## config.mk

```make
export PLATFORM = sky130hd
export DESIGN_NAME = pack_delta_instruction_decoder_unit
export DESIGN_NICKNAME = d
export VERILOG_FILES = /design/src/hdl/pdid_pkg.sv /design/src/hdl/pdid_out_queue.sv /design/src/hdl/pdid_decode.sv /design/src/hdl/pack_delta_instruction_decoder_unit.sv
export VERILOG_INCLUDE_DIRS = /design/src /design/src/hdl
export SDC_FILE = /design/constraint.sdc
export NUM_CORES = 1
export LEC_CHECK = 0
export BUFFER_PORTS_ARGS = -buffer_cell sky130_fd_sc_hd__buf_2
export CAP_MARGIN = 15
export CORE_MARGIN = 8
export CORE_UTILIZATION = 55
export CTS_CLUSTER_SIZE = 40
export DETAILED_ROUTE_END_ITERATION = 8
export PLACE_DENSITY = 0.81
export RECOVER_POWER = 100
export SETUP_SLACK_MARGIN = 0.1
export SLEW_MARGIN = 5
export SYNTH_ARGS = -nofsm -noshare
export SYNTH_HDL_FRONTEND = slang
export SYNTH_SLANG_ARGS = --single-unit
```

## constraint.sdc

```tcl
create_clock -name clk -period 15.3 [get_ports clk]
set_input_delay 1.53 -clock clk [delete_from_list [all_inputs] [get_ports clk]]
set_output_delay 1.53 -clock clk [all_outputs]
set_load 0.005 [all_outputs]
```

## src/hdl/assert_macros.svh

```systemverilog
// ----------------------------------------------------------------------------
// assert_macros.svh
// Assertion macros shared by the delta decoder modules.
// ----------------------------------------------------------------------------
`ifndef ASSERT_MACROS_SVH
`define ASSERT_MACROS_SVH

// check a property on every clock edge outside reset
`define ASSERT_AT(lbl, clk, rst_n, prop, msg) \
	lbl: assert property (@(posedge clk) disable iff (!rst_n) prop) else $error(msg);

// check a consequence in the cycle after a condition
`define ASSERT_NEXT(lbl, clk, rst_n, ante, cons, msg) \
	lbl: assert property (@(posedge clk) disable iff (!rst_n) ante |=> cons) else $error(msg);

`endif

```

## src/hdl/pdid_pkg.sv

```systemverilog
// ----------------------------------------------------------------------------
// pdid_pkg
// Types and codes of the pack delta instruction decoder.
// ----------------------------------------------------------------------------
package pdid_pkg;

	localparam logic [2:0] PH_SRC  = 3'd0;
	localparam logic [2:0] PH_TGT  = 3'd1;
	localparam logic [2:0] PH_CMD  = 3'd2;
	localparam logic [2:0] PH_COPY = 3'd3;
	localparam logic [2:0] PH_INS  = 3'd4;

	localparam logic [1:0] KIND_LIT  = 2'd0;
	localparam logic [1:0] KIND_COPY = 2'd1;
	localparam logic [1:0] KIND_DONE = 2'd2;
	localparam logic [1:0] KIND_ERR  = 2'd3;

	localparam logic [2:0] CAUSE_NONE     = 3'd0;
	localparam logic [2:0] CAUSE_ZERO_CMD = 3'd1;
	localparam logic [2:0] CAUSE_INS_OVR  = 3'd2;
	localparam logic [2:0] CAUSE_COPY_OVR = 3'd3;
	localparam logic [2:0] CAUSE_TRUNC    = 3'd4;

	localparam logic [23:0] COPY_LEN_ZERO = 24'h010000;

	typedef struct packed {
		logic [1:0]  kind;
		logic [7:0]  literal;
		logic [31:0] copy_offset;
		logic [23:0] copy_length;
		logic [2:0]  error_cause;
		logic        end_of_run;
	} res_t;

	typedef struct packed {
		logic [1:0] cnt;
		res_t       first;
		res_t       second;
	} push_t;

endpackage

```

## src/hdl/pdid_out_queue.sv

```systemverilog
// ----------------------------------------------------------------------------
// pdid_out_queue
// Two-entry result queue; takes up to two results per cycle as room allows, sends one when ready.
// ----------------------------------------------------------------------------
`include "assert_macros.svh"

module pdid_out_queue
	import pdid_pkg::*;
(
	input  logic       clk,
	input  logic       arst_n,
	input  logic       push_en,
	input  push_t      push,
	output logic [1:0] free,
	output logic       head_valid,
	input  logic       head_ready,
	output res_t       head
);

	res_t       ent_q [2];
	logic       rd_q;
	logic       wr_q;
	logic [1:0] cnt_q;
	logic       pop;
	logic [1:0] add;

	assign head_valid = (cnt_q != 2'd0);
	assign head       = ent_q[rd_q];
	assign pop        = head_valid && head_ready;
	assign free       = 2'd2 - cnt_q;
	assign add        = push_en ? push.cnt : 2'd0;

	always_ff @(posedge clk) begin
		if (push_en && (push.cnt != 2'd0)) begin
			ent_q[wr_q] <= push.first;
			if (push.cnt == 2'd2) begin
				ent_q[~wr_q] <= push.second;
			end
		end
	end

	always_ff @(posedge clk or negedge arst_n) begin
		if (!arst_n) begin
			rd_q  <= 1'b0;
			wr_q  <= 1'b0;
			cnt_q <= 2'd0;
		end else begin
			if (pop) begin
				rd_q <= ~rd_q;
			end
			wr_q  <= wr_q ^ add[0];
			cnt_q <= cnt_q - {1'b0, pop} + add;
		end
	end

	`ASSERT_AT(a_cnt_max, clk, arst_n, cnt_q <= 2'd2, "result queue over capacity")
	`ASSERT_AT(a_push_fits, clk, arst_n, push_en |-> (push.cnt <= free), "push exceeds free room")

endmodule

```

## src/hdl/pdid_decode.sv

```systemverilog
// ----------------------------------------------------------------------------
// pdid_decode
// Stream state and per-byte decode of headers, copy and insert commands.
// ----------------------------------------------------------------------------
`include "assert_macros.svh"

module pdid_decode
	import pdid_pkg::*;
#(
	parameter int SIZE_BITS = 32
)
(
	input  logic       clk,
	input  logic       arst_n,
	input  logic       valid,
	input  logic [7:0] byte_in,
	input  logic       last_in,
	input  logic       commit,
	output push_t      push
);

	localparam int CW = (SIZE_BITS > 24) ? SIZE_BITS : 24;
	localparam int TW = SIZE_BITS + 7;

	logic [2:0]           phase_q,   phase_n;
	logic [SIZE_BITS-1:0] rem_q,     rem_n,   rem_upd, rem_sub;
	logic [5:0]           shift_q,   shift_n;
	logic [6:0]           pend_q,    pend_n,  pend_new, onehot;
	logic [31:0]          off_q,     off_n,   off_new, cp_off;
	logic [23:0]          len_q,     len_n,   len_new, len_src, cp_len;
	logic [6:0]           lleft_q,   lleft_n, lleft_dec;
	logic                 failed_q,  failed_n;

	logic [CW-1:0]        charge;
	logic                 over;
	logic [TW-1:0]        tgt_wide;
	logic [6:0]           shift_sum;
	logic                 shift_ok;
	logic                 do_copy;
	logic                 emit_lit;
	logic                 emit_copy;
	logic                 fin;
	logic [2:0]           cause;
	res_t                 emit_res;
	res_t                 fin_res;

	assign onehot    = pend_q & (~pend_q + 7'd1);
	assign pend_new  = pend_q & ~onehot;
	assign lleft_dec = lleft_q - 7'd1;
	assign shift_sum = {1'b0, shift_q} + 7'd7;
	assign shift_ok  = (int'(shift_q) < SIZE_BITS) && (shift_q != 6'd63);
	assign tgt_wide  = TW'(byte_in[6:0]) << shift_q;

	always_comb begin
		for (int k = 0; k < 4; k++) begin
			off_new[8*k +: 8] = off_q[8*k +: 8] | (onehot[k] ? byte_in : 8'd0);
		end
		for (int k = 0; k < 3; k++) begin
			len_new[8*k +: 8] = len_q[8*k +: 8] | (onehot[4+k] ? byte_in : 8'd0);
		end
	end

	assign len_src = (phase_q == PH_CMD) ? 24'd0 : len_new;
	assign cp_len  = (len_src == 24'd0) ? COPY_LEN_ZERO : len_src;
	assign cp_off  = (phase_q == PH_CMD) ? 32'd0 : off_new;
	assign charge  = ((phase_q == PH_CMD) && !byte_in[7]) ? CW'(byte_in) : CW'(cp_len);
	assign over    = charge > CW'(rem_q);
	assign rem_sub = rem_q - charge[SIZE_BITS-1:0];

	always_comb begin
		phase_n   = phase_q;
		rem_upd   = rem_q;
		shift_n   = shift_q;
		pend_n    = pend_q;
		off_n     = off_q;
		len_n     = len_q;
		lleft_n   = lleft_q;
		failed_n  = failed_q;
		do_copy   = 1'b0;
		emit_lit  = 1'b0;
		emit_copy = 1'b0;
		cause     = CAUSE_NONE;

		case (phase_q)
			PH_SRC: begin
				if (!byte_in[7]) begin
					phase_n = PH_TGT;
				end
			end
			PH_TGT: begin
				if (shift_ok) begin
					rem_upd = rem_q | tgt_wide[SIZE_BITS-1:0];
				end
				shift_n = (shift_sum > 7'd63) ? 6'd63 : shift_sum[5:0];
				if (!byte_in[7]) begin
					phase_n = PH_CMD;
				end
			end
			PH_CMD: begin
				if (byte_in[7]) begin
					pend_n = byte_in[6:0];
					off_n  = 32'd0;
					len_n  = 24'd0;
					if (byte_in[6:0] == 7'd0) begin
						do_copy = 1'b1;
					end else begin
						phase_n = PH_COPY;
					end
				end else if (byte_in != 8'd0) begin
					if (over) begin
						cause = CAUSE_INS_OVR;
					end else begin
						rem_upd = rem_sub;
						lleft_n = byte_in[6:0];
						phase_n = PH_INS;
					end
				end else begin
					cause = CAUSE_ZERO_CMD;
				end
			end
			PH_COPY: begin
				off_n  = off_new;
				len_n  = len_new;
				pend_n = pend_new;
				if (pend_new == 7'd0) begin
					do_copy = 1'b1;
				end
			end
			PH_INS: begin
				emit_lit = 1'b1;
				lleft_n  = lleft_dec;
				if (lleft_dec == 7'd0) begin
					phase_n = PH_CMD;
				end
			end
			default: begin
				phase_n = PH_SRC;
			end
		endcase

		if (do_copy) begin
			phase_n = PH_CMD;
			if (over) begin
				cause = CAUSE_COPY_OVR;
			end else begin
				rem_upd   = rem_sub;
				emit_copy = 1'b1;
			end
		end

		fin = (cause != CAUSE_NONE) || last_in;

		fin_res = '0;
		fin_res.end_of_run = 1'b1;
		if (cause != CAUSE_NONE) begin
			fin_res.kind        = KIND_ERR;
			fin_res.error_cause = cause;
		end else if ((phase_n == PH_CMD) && (rem_upd == '0)) begin
			fin_res.kind = KIND_DONE;
		end else begin
			fin_res.kind        = KIND_ERR;
			fin_res.error_cause = CAUSE_TRUNC;
		end

		emit_res = '0;
		if (emit_copy) begin
			emit_res.kind        = KIND_COPY;
			emit_res.copy_offset = cp_off;
			emit_res.copy_length = cp_len;
		end else begin
			emit_res.kind    = KIND_LIT;
			emit_res.literal = byte_in;
		end

		rem_n = rem_upd;
		if ((cause != CAUSE_NONE) && !last_in) begin
			failed_n = 1'b1;
		end

		push.first  = (emit_lit || emit_copy) ? emit_res : fin_res;
		push.second = fin_res;
		push.cnt    = 2'({1'b0, emit_lit || emit_copy} + {1'b0, fin});

		if (failed_q) begin
			phase_n  = phase_q;
			rem_n    = rem_q;
			shift_n  = shift_q;
			pend_n   = pend_q;
			off_n    = off_q;
			len_n    = len_q;
			lleft_n  = lleft_q;
			failed_n = 1'b1;
			push.cnt = 2'd0;
		end

		if (last_in) begin
			phase_n  = PH_SRC;
			rem_n    = '0;
			shift_n  = 6'd0;
			pend_n   = 7'd0;
			off_n    = 32'd0;
			len_n    = 24'd0;
			lleft_n  = 7'd0;
			failed_n = 1'b0;
		end
	end

	always_ff @(posedge clk or negedge arst_n) begin
		if (!arst_n) begin
			phase_q  <= PH_SRC;
			rem_q    <= '0;
			shift_q  <= 6'd0;
			pend_q   <= 7'd0;
			off_q    <= 32'd0;
			len_q    <= 24'd0;
			lleft_q  <= 7'd0;
			failed_q <= 1'b0;
		end else if (commit) begin
			phase_q  <= phase_n;
			rem_q    <= rem_n;
			shift_q  <= shift_n;
			pend_q   <= pend_n;
			off_q    <= off_n;
			len_q    <= len_n;
			lleft_q  <= lleft_n;
			failed_q <= failed_n;
		end
	end

	`ASSERT_AT(a_failed_quiet, clk, arst_n, (failed_q && valid) |-> (push.cnt == 2'd0), "result after error")
	`ASSERT_NEXT(a_last_clears, clk, arst_n, (commit && last_in), ((phase_q == PH_SRC) && !failed_q), "stream end did not clear")

endmodule

```

## src/hdl/pack_delta_instruction_decoder_unit.sv

```systemverilog
// ----------------------------------------------------------------------------
// pack_delta_instruction_decoder_unit
// Decodes a pack delta byte stream into literal, copy and end results.
//
//   channel  dir  fields
//   s_*      in   tdata: delta_byte[7:0]; tlast: last_byte
//   m_*      out  tdata: literal[7:0] copy_offset[39:8] copy_length[63:40]
//                        error_cause[66:64]; tuser: kind; tlast: end_of_run
//
// One byte per cycle while each byte yields at most one result and the output is ready.
// A byte with two results needs an empty queue, so it and the byte after it
// may each wait for the queue to drain.
// A taken byte is held in the input register, then decoded into the two-entry
// result queue, whose head is offered; a full queue holds it in the register.
// A result waiting at the output does not stop the next byte unless
// the queue lacks room for all results of that byte.
// Reset returns the stream state to the source size header.
// ----------------------------------------------------------------------------
module pack_delta_instruction_decoder_unit
	import pdid_pkg::*;
#(
	parameter int SIZE_BITS = 32
)
(
	input  logic        clk,
	input  logic        arst_n,
	input  logic        s_tvalid,
	output logic        s_tready,
	input  logic [7:0]  s_tdata,   // delta_byte
	input  logic        s_tlast,
	output logic        m_tvalid,
	input  logic        m_tready,
	output logic [71:0] m_tdata,   // literal, copy_offset, copy_length, error_cause
	output logic [1:0]  m_tuser,   // kind
	output logic        m_tlast
);

	logic       valid_s1;
	logic [7:0] byte_s1;
	logic       last_s1;
	logic       adv;
	logic [1:0] free;
	push_t      push;
	res_t       head;

	assign adv      = valid_s1 && (push.cnt <= free);
	assign s_tready = !valid_s1 || adv;

	always_ff @(posedge clk or negedge arst_n) begin
		if (!arst_n) begin
			valid_s1 <= 1'b0;
		end else if (s_tready) begin
			valid_s1 <= s_tvalid;
		end
	end

	always_ff @(posedge clk) begin
		if (s_tvalid && s_tready) begin
			byte_s1 <= s_tdata;
			last_s1 <= s_tlast;
		end
	end

	pdid_decode #(
		.SIZE_BITS(SIZE_BITS)
	) u_decode (
		.clk     (clk),
		.arst_n  (arst_n),
		.valid   (valid_s1),
		.byte_in (byte_s1),
		.last_in (last_s1),
		.commit  (adv),
		.push    (push)
	);

	pdid_out_queue u_queue (
		.clk        (clk),
		.arst_n     (arst_n),
		.push_en    (adv),
		.push       (push),
		.free       (free),
		.head_valid (m_tvalid),
		.head_ready (m_tready),
		.head       (head)
	);

	assign m_tdata = {5'd0, head.error_cause, head.copy_length, head.copy_offset, head.literal};
	assign m_tuser = head.kind;
	assign m_tlast = head.end_of_run;

endmodule
```

==> Yosys cells after proc, flatten, opt, wreduce, memory -nomap -nowiden <==
Memories as Yosys holds them, arrays and structs flattened.
Cells that the tools add are included.
{ "word_totals": {"regBits": 126, "mem_bits_rw": 140, "input_bits": 13, "word_cells": 170, "mem_count": 1} }
{ "mem_list": {"columns": ["name", "depth", "width", "rd", "rd_clocked_by_memory_dff", "write_ports", "line", "source"], "rows": [
  ["u_queue.ent_q", 2, 70, 1, 0, 2, "pdid_out_queue.sv:20", "res_t ent_q [2];"]
]} }
{ "op_classes": {"addsub": 8, "n_lt_le_gt_ge": 4, "n_eq_ne": 12, "n_shift": 1, "muxes": 84, "bitwise": 15, "reduce_logical": 31} }
{ "ops": {"columns": ["op", "n"], "rows": [
  ["$mux W32", 12],
  ["$mux W24", 6],
  ["$pmux W32 S2", 2],
  ["$mux W70", 1],
  ["$mux W8", 8],
  ["$mux W56", 1],
  ["$mux W7", 8],
  ["$or A8 B8 Y8", 7],
  ["$mux W3", 16],
  ["$pmux W24 S2", 1],
  ["$gt A32 B32 Y1", 1],
  ["$logic_not A32 Y1", 1],
  ["$or A32 B32 Y32", 1],
  ["$shl A7 B6 Y32", 1],
  ["$sub A32 B32 Y32", 1],
  ["$pmux W7 S2", 2],
  ["$logic_not A24 Y1", 1],
  ["$mux W6", 4],
  ["$logic_not A7 Y1", 3],
  ["$mux W1", 16],
  ["$pmux W3 S5", 1],
  ["$and A7 B7 Y7", 2],
  ["$not A7 Y7", 2],
  ["$ne A3 B3 Y1 const B", 4],
  ["other kinds (31)", 53]
]} }

==> Depth between registers and ports, before layout <==
Gate-level depths: netlist (run 1).
{ "depth": {"ltp_word": 25, "mapped_depth": 34, "mapped_depth_nobuf": 30} }

==> Modules after synthesis <==
Synthesis (run 1) repeated with hierarchy kept, for this count alone.
{ "hier_totals": {"hier_cells": 1705, "hier_area_um2": 17510.5} }
{ "modules_own_cells": {"columns": ["mod", "n_inst", "cells_per_inst", "area_each_um2", "seq_area_each_um2"], "rows": [
  ["pdid_decode", 1, 1278, 9804.4, 2802.7],
  ["pdid_out_queue", 1, 400, 7274.5, 4304.1],
  ["pack_delta_instruction_decoder_unit", 1, 27, 431.7, 295.3]
]} }

==> Worst setup path before layout (run 1) <==
No wires, ideal clock.
{ "synth_path": {"path_kind": "reg-to-output", "from": "register u_decode.pend_q[0]", "to": "output s_tready", "t_arrival_ns": 5.881, "required_time_ns": 13.770, "slack_ns": 7.889, "stages_incl_launch_ff": 26, "path_buffers": 5, "cell_sequence": "dfrtp_1 > buf_2 > or3_1 > or3_1 > nor3_1 > a21oi_1 > or2_2 > ha_1 > buf_6 > a21o_1 > a31o_1 > o21ba_4 > or4_1 > buf_4 > o21ai_2 > clkbuf_1 > clkbuf_1 > nand2_1 > ha_1 > nand2_1 > inv_1 > ha_1 > nor2b_1 > o21ai_0 > inv_1 > nand2_1"} }
{ "synth_between": {"elab_chain_cells": 23} }
{ "synth_lines": {"columns": ["element", "line", "source"], "rows": [
  ["start, declared", "pdid_decode.sv:28", "logic [6:0] pend_q, pend_n, pend_new, onehot;"],
  ["start signal, assigned", "pdid_decode.sv:222", "pend_q <= pend_n;"],
  ["$not A7 Y7", "pdid_decode.sv:47", "assign onehot = pend_q & (~pend_q + 7'd1);"],
  ["$add A7 B1 Y7", "pdid_decode.sv:47", null],
  ["$and A7 B7 Y7", "pdid_decode.sv:47", null],
  ["$mux W8", "pdid_decode.sv:59", "len_new[8*k +: 8] = len_q[8*k +: 8] | (onehot[4+k] ? byte_in : 8'd0);"],
  ["$or A8 B8 Y8", "pdid_decode.sv:59", null],
  ["$mux W24", "pdid_decode.sv:63", "assign len_src = (phase_q == PH_CMD) ? 24'd0 : len_new;"],
  ["$logic_not A24 Y1", "pdid_decode.sv:64", "assign cp_len = (len_src == 24'd0) ? COPY_LEN_ZERO : len_src;"],
  ["$mux W24", "pdid_decode.sv:64", null],
  ["[7 not listed]", null, null],
  ["$mux W3", "pdid_decode.sv:141", "if (do_copy) begin"],
  ["$reduce_bool A3 Y1", "pdid_decode.sv:151", "fin = (cause != CAUSE_NONE) || last_in;"],
  ["$logic_or A1 B1 Y1", "pdid_decode.sv:151", null],
  ["$add A1 B1 Y2 (*)", "pdid_decode.sv:182", "push.cnt = 2'({1'b0, emit_lit || emit_copy} + {1'b0, fin});"],
  ["$mux W2 (*)", "pdid_decode.sv:184", "if (failed_q) begin"],
  ["$le A2 B2 Y1 (*)", "pack_delta_instruction_decoder_unit.sv:46", "assign adv = valid_s1 && (push.cnt <= free);"],
  ["$logic_and A1 B1 Y1 (*)", "pack_delta_instruction_decoder_unit.sv:46", null],
  ["$logic_or A1 B1 Y1 (*)", "pack_delta_instruction_decoder_unit.sv:47", "assign s_tready = !valid_s1 || adv;"],
  ["end, declared", "pack_delta_instruction_decoder_unit.sv:28", "output logic s_tready,"]
]} }
Mark *: on every way between the ends. The rest lies on a longest branch, timed or not.

==> impl_metrics.toml, run 1 <==
[setup_path]
worstPathArrival_ns = 11.80
critPathCaptureType = "flop"
cp-start-kind = "flop"
path_class = "flop to flop"
crit_path_end = "u_queue.ent_q[0][2]"
reg2reg_from = "u_decode.pend_q[0]"
required_ns = 15.68
cp_max_fo = 66
ff2ff_setup_slack_ns = 3.88
r2r_end = "u_queue.ent_q[0][2]"
startpoint = "u_decode.pend_q[0]"
r2r_cells = 25

[detailed_routing]
met1_length_um = 21100
vias = 15298
first_iter_violations = 1601
drt_wl_total_um = 51200
highest_layer = "met4"
drc = 0
route.met2.wl_um = 22600
wl_met3_um = 5140
dr.pass1.iters = 6
drtAntennaViolNets = 0
wl_per_cell_um = 21.9
via_per_inst = 6.53

[worst_hold_path]
min_delay_path_depth = 2
min_path_type = "flop to flop"

[floorplanning]
top_level_ports = 90
dieArea_um2 = 34100
die_w_um = 185
rows = 61
core_um2 = 27900
die_h_um = 185
initial_utilization_pct = 56.1

[clock_tree]
clk_pin_slew_ns = 0.06
clkSinkCount = 264
numCtsBuffers = 29
cts.path.max_buffers = 3
cts_tree = "yes"
clock_insertion_delay_worst_skew_ns = 0.55
ctsHtreeMaxLevel = 1
postCtsHoldBufs = 0
postCtsSetupRepairBufs = 0
ctsResizeCount = 0
root_buffer = "clkbuf_16"

[logic_synthesis]
async_reset_ff_share_pct = 44.3
yosysUniqueCellTypes = 94
synth_top_flop_cell = "dfxtp_1"
netlist_top_cells_area = "dfrtp_1 19%, dfxtp_1 17%, a21oi_1 10%, nand2_1 7.8%, mux2_2 5.1%"
yosysMostFrequentCell = "nand2_1"
synth_warnings = 0
ys_ff_latch = 264
synthDominantCellAreaShare_pct = 18.7
syn_inst = 1958
synth_edf_count = 17
yosysSeqAreaShare_pct = 38.7
yosys.area.top_type = "dfrtp_1"
synth_common_cells = "324 x nand2_1, 321 x a21oi_1, 201 x nor2_1"
syn-cell-area_um2 = 15600
syn_area_per_cell_um2 = 7.98

[timing]
hold_violations = 0
drv_slew = 427
grt_setup_unrepaired = "false"
finalSetupTns_ns = 0
fin_crit_sh_pct = 74.7
clock-skew-final_ns = 0.0121
setup_viol = 0
slew_headroom_pct = -173
fmax_mhz = 87.5
min_period_ns = 11.42
worst_slew_pin_slew_ns = 4.10

[final_layout]
diodes = 0
nets = 1991
area_growth_pct = 8.71
drive_above_1_share_pct = 10.9

[grt]
grt_use_total_pct = 29.5
grt-ovfl-total = 0
grt_pass1_vias = 14339
grt_pass1_wl_um = 80900
grt_antenna_before_repair = 0
grt_max_degree = 71

[placed_design]
place_congestion = 1.02
portBuffers = 84
dp_hpwl_um = 34600

[job]
max_cap_violations = 8

[run_status]
violations = "capacitance limit, slew limit"
status = "finished with violations"
-- metal layers --
metal	up-vias	GRT usage (%)
li1	6905	-
met1	7328	40.0
met2	906	45.8
met3	159	4.90
met4	0	12.9
met5	-	0
-- kinds of logic (layout without fill, tap and decap cells) --
kind of cell	count (synthesis)	in the layout	share of synthesized area [%]
simple gates	736	736	21.3
xor+xnor	28	28	1.57
fa+ha+maj	39	39	3.16
buf+inv	193	194	5.11
mux	86	86	6.32
other cells	1	5	0.0240
compound gates	611	611	23.9
flops	264	264	38.7
-- cell type report --
| class | count | area, um2 |
|---|---|---|
| clock buffers | 35 | 788 |
| multi-input cells | 1505 | 8830 |
| inverters | 30 | 113 |
| well taps | 378 | 473 |
| repair buffers | 110 | 529 |
| fillers | 2418 | 10900 |
| clock inverters | 19 | 208 |
| flip-flops and latches | 264 | 6040 |
-- worst max-delay path: stages (launching register included) --
cell	delay, ns
dfrtp_1	0.56
or3_1	0.47
or3_1	0.39
nor3_1	0.85
a21oi_1	0.29
or2_2	0.36
ha_1	0.37
a21o_1	0.21
a31o_1	0.27
o21ba_1	0.31
or4_1	0.67
o21ai_0	0.24
clkbuf_1	1.18
nand2_1	0.13
ha_1	0.26
nand2_1	0.11
inv_1	0.06
ha_1	0.27
nor2b_1	0.13
o21ai_0	0.27
nand2_1	0.22
or3_1	0.52
nor2_4	0.11
clkbuf_1	2.38
a31oi_1	0.30
nor3_1	0.28
-- cell usage in the layout, fill, tap and decap left out, drive strengths merged, types with 13 or more instances in the layout --
cell      n
nand2   327
o21ai    88
nor2    203
nand3    31
nand4    13
buf      60
dfrtp   117
a31oi    17
and2     19
ha       37
a21oi   323
a211oi   13
edfxtp   17
dfxtp   130
o211ai   14
xnor2    18
a21o     28
inv      34
mux2     71
clkbuf   85
a22o     26
nor3     39
nor4     17
-- stage by stage --
step	cells	cell area (um2)	worst slack [ns]	util (%)	hold slack, ns
floorplan	1962	15600	7.89	-	0.418
global placement	2286	16100	7.24	57.8	0.434
detailed placement	2286	16100	7.02	57.8	0.443
CTS	2340	17100	6.49	61.3	0.452
global route	2341	17000	3.25	61.0	0.470
finish	2341	17000	3.88	61.0	0.452
-- flip-flops by register name (all words and copies together) (netlist names) --
| signal | count |
|---|---|
| u_decode.len_q | 24 |
| valid_s1 | 1 |
| u_decode.lleft_q | 7 |
| u_queue.cnt_q | 2 |
| byte_s1 | 8 |
| u_queue.rd_q | 1 |
| u_decode.shift_q | 6 |
| u_decode.rem_q | 32 |
| u_queue.ent_q | 138 |
| last_s1 | 1 |
| u_queue.wr_q | 1 |
| u_decode.phase_q | 3 |
| u_decode.failed_q | 1 |
| u_decode.pend_q | 7 |
| u_decode.off_q | 32 |
-- worst min-delay path by stage --
stage / startpoint / end / slack (ns)
floorplan: u_queue.ent_q[1][0] / u_queue.ent_q[1][0] / 0.42
global placement: u_queue.ent_q[0][0] / u_queue.ent_q[0][0] / 0.43
detailed placement: u_queue.ent_q[1][34] / u_queue.ent_q[1][34] / 0.44
CTS: u_queue.ent_q[1][34] / u_queue.ent_q[1][34] / 0.45
global route: u_queue.ent_q[1][0] / u_queue.ent_q[1][0] / 0.47
finish: u_queue.ent_q[0][7] / u_queue.ent_q[0][7] / 0.45
Power of run 1 is left out: the tool's default activity adds up to more than one toggle a clock period on the data nets, which glitch-free logic cannot reach.
==> run 2, diff against run 1 <==
Clock period 15.3 ns to 10.8 ns, I/O delays scaled along.
==> impl_metrics.toml, run 2 (same netlist as run 1, synthesis figures left out) <==
[placed_design]
dp_hpwl_um = 34900
place_congestion = 1.04
portBuffers = 84
pre_cts_slack_ns = 2.44

[run_status]
violations = "capacitance limit, slew limit"
status = "finished with violations"

[final_layout]
nets = 1994
area_growth_pct = 9.49
largest_registers = "u_queue.ent_q: 138 flops, u_decode.off_q: 32 flops, u_decode.rem_q: 32 flops"
layout_common_cells = "322 x nand2_1, 321 x a21oi_1, 199 x nor2_1"
final_common_cell = "nand2_1"
diodes = 0
largest_reg_flops = 138
drive_above_1_share_pct = 10.9
top_register = "u_queue.ent_q"

[clock_tree]
clk_pin_slew_ns = 0.06
postCtsHoldBufs = 0
numCtsBuffers = 29
cts.path.max_buffers = 3
ctsHtreeMaxLevel = 1
ctsResizeCount = 0
cts_tree = "yes"
postCtsSetupRepairBufs = 0
clkSinkCount = 264
root_buffer = "clkbuf_16"
clock_insertion_delay_worst_skew_ns = 0.58

[floorplanning]
core_um2 = 27900
die_w_um = 185
initial_utilization_pct = 56.1
dieArea_um2 = 34100
die_h_um = 185
top_level_ports = 90
rows = 61

[timing]
drv_slew = 227
grt_setup_unrepaired = "false"
clock-skew-final_ns = 0.0136
fin_crit_sh_pct = 87.3
fmax_mhz = 106
setup_ws_ns = 1.38
finalSetupTns_ns = 0
hold_violations = 0
slew_headroom_pct = -182
min_period_ns = 9.42
worst_slew_pin_slew_ns = 4.23
setup_viol = 0

[setup_path]
critPathCaptureType = "flop"
required_ns = 11.29
cp-start-kind = "flop"
worstPathArrival_ns = 9.91
cp_max_fo = 35
path_class = "flop to flop"

[detailed_routing]
vias = 15220
wl_per_cell_um = 22.2
met1_length_um = 21800
route.met2.wl_um = 23000
drtAntennaViolNets = 0
drc = 0
drt_wl_total_um = 52000
highest_layer = "met4"
via_per_inst = 6.49
wl_met3_um = 5040
dr.pass1.iters = 8
first_iter_violations = 1994

[grt]
grt-ovfl-total = 0
grt_pass1_wl_um = 80400
grt_use_total_pct = 29.5
grt_pass1_vias = 14429
grt_antenna_before_repair = 0
grt_max_degree = 71

[job]
max_cap_violations = 4

[worst_hold_path]
min_path_type = "flop to flop"
run 2: area by class of cell:
type                       count  area [um2]
fill                        2391       10800
multi-input combinational   1505        8840
sequential                   264        6040
clock buffer                  44         906
timing repair buffer         113         564
tap                          378         473
clock inverter                10         165
inverter                      30         113
run 2: worst paths after layout:
path                                startpoint                  end  slack (ns)  cells past startpoint
min in group asynchronous               arst_n  u_decode.shift_q[2]        1.60                      1
hold reg to reg            u_queue.ent_q[1][0]  u_queue.ent_q[1][0]        0.45                      2
max in group asynchronous               arst_n    u_decode.off_q[4]        4.85                      2
hold / removal             u_queue.ent_q[1][0]  u_queue.ent_q[1][0]        0.45                      2
setup / recovery            u_decode.pend_q[0]   u_decode.rem_q[14]        1.38                     23
setup reg to reg            u_decode.pend_q[0]   u_decode.rem_q[14]        1.38                     23
run 2: per-stage QoR:
stage | hold WS (ns) | cell area, um2 | utilization, % | std cells
floorplan | 0.418 | 15600 | - | 1962
global placement | 0.429 | 16100 | 57.9 | 2290
detailed placement | 0.434 | 16100 | 57.9 | 2290
CTS | 0.446 | 17200 | 61.7 | 2344
global route | 0.468 | 17100 | 61.4 | 2344
finish | 0.448 | 17100 | 61.4 | 2344
run 2: worst max-delay path, stage by stage, from the launching register on:
cell	delay [ns]
dfrtp_1	0.59
or3_1	0.48
or3_1	0.40
nor3_1	0.80
a21oi_1	0.24
or2_2	0.36
ha_1	0.39
a21o_1	0.21
a31o_1	0.27
o21ba_4	0.27
or4_1	0.62
o21ai_0	0.23
clkbuf_1	1.07
nand2_1	0.14
ha_1	0.25
nand2_1	0.12
inv_1	0.06
ha_1	0.28
nor2b_1	0.15
o21ai_0	0.15
and2_0	0.28
o21ai_1	1.46
o21ai_0	0.31
o21ai_0	0.18
run 2: metal layers:
layer  GRT usage, %  up-vias
li1               -     6895
met1           39.7     7288
met2           46.0      867
met3           5.34      170
met4           12.6        0
met5              0        -
Power of run 2 is left out for the same reason.
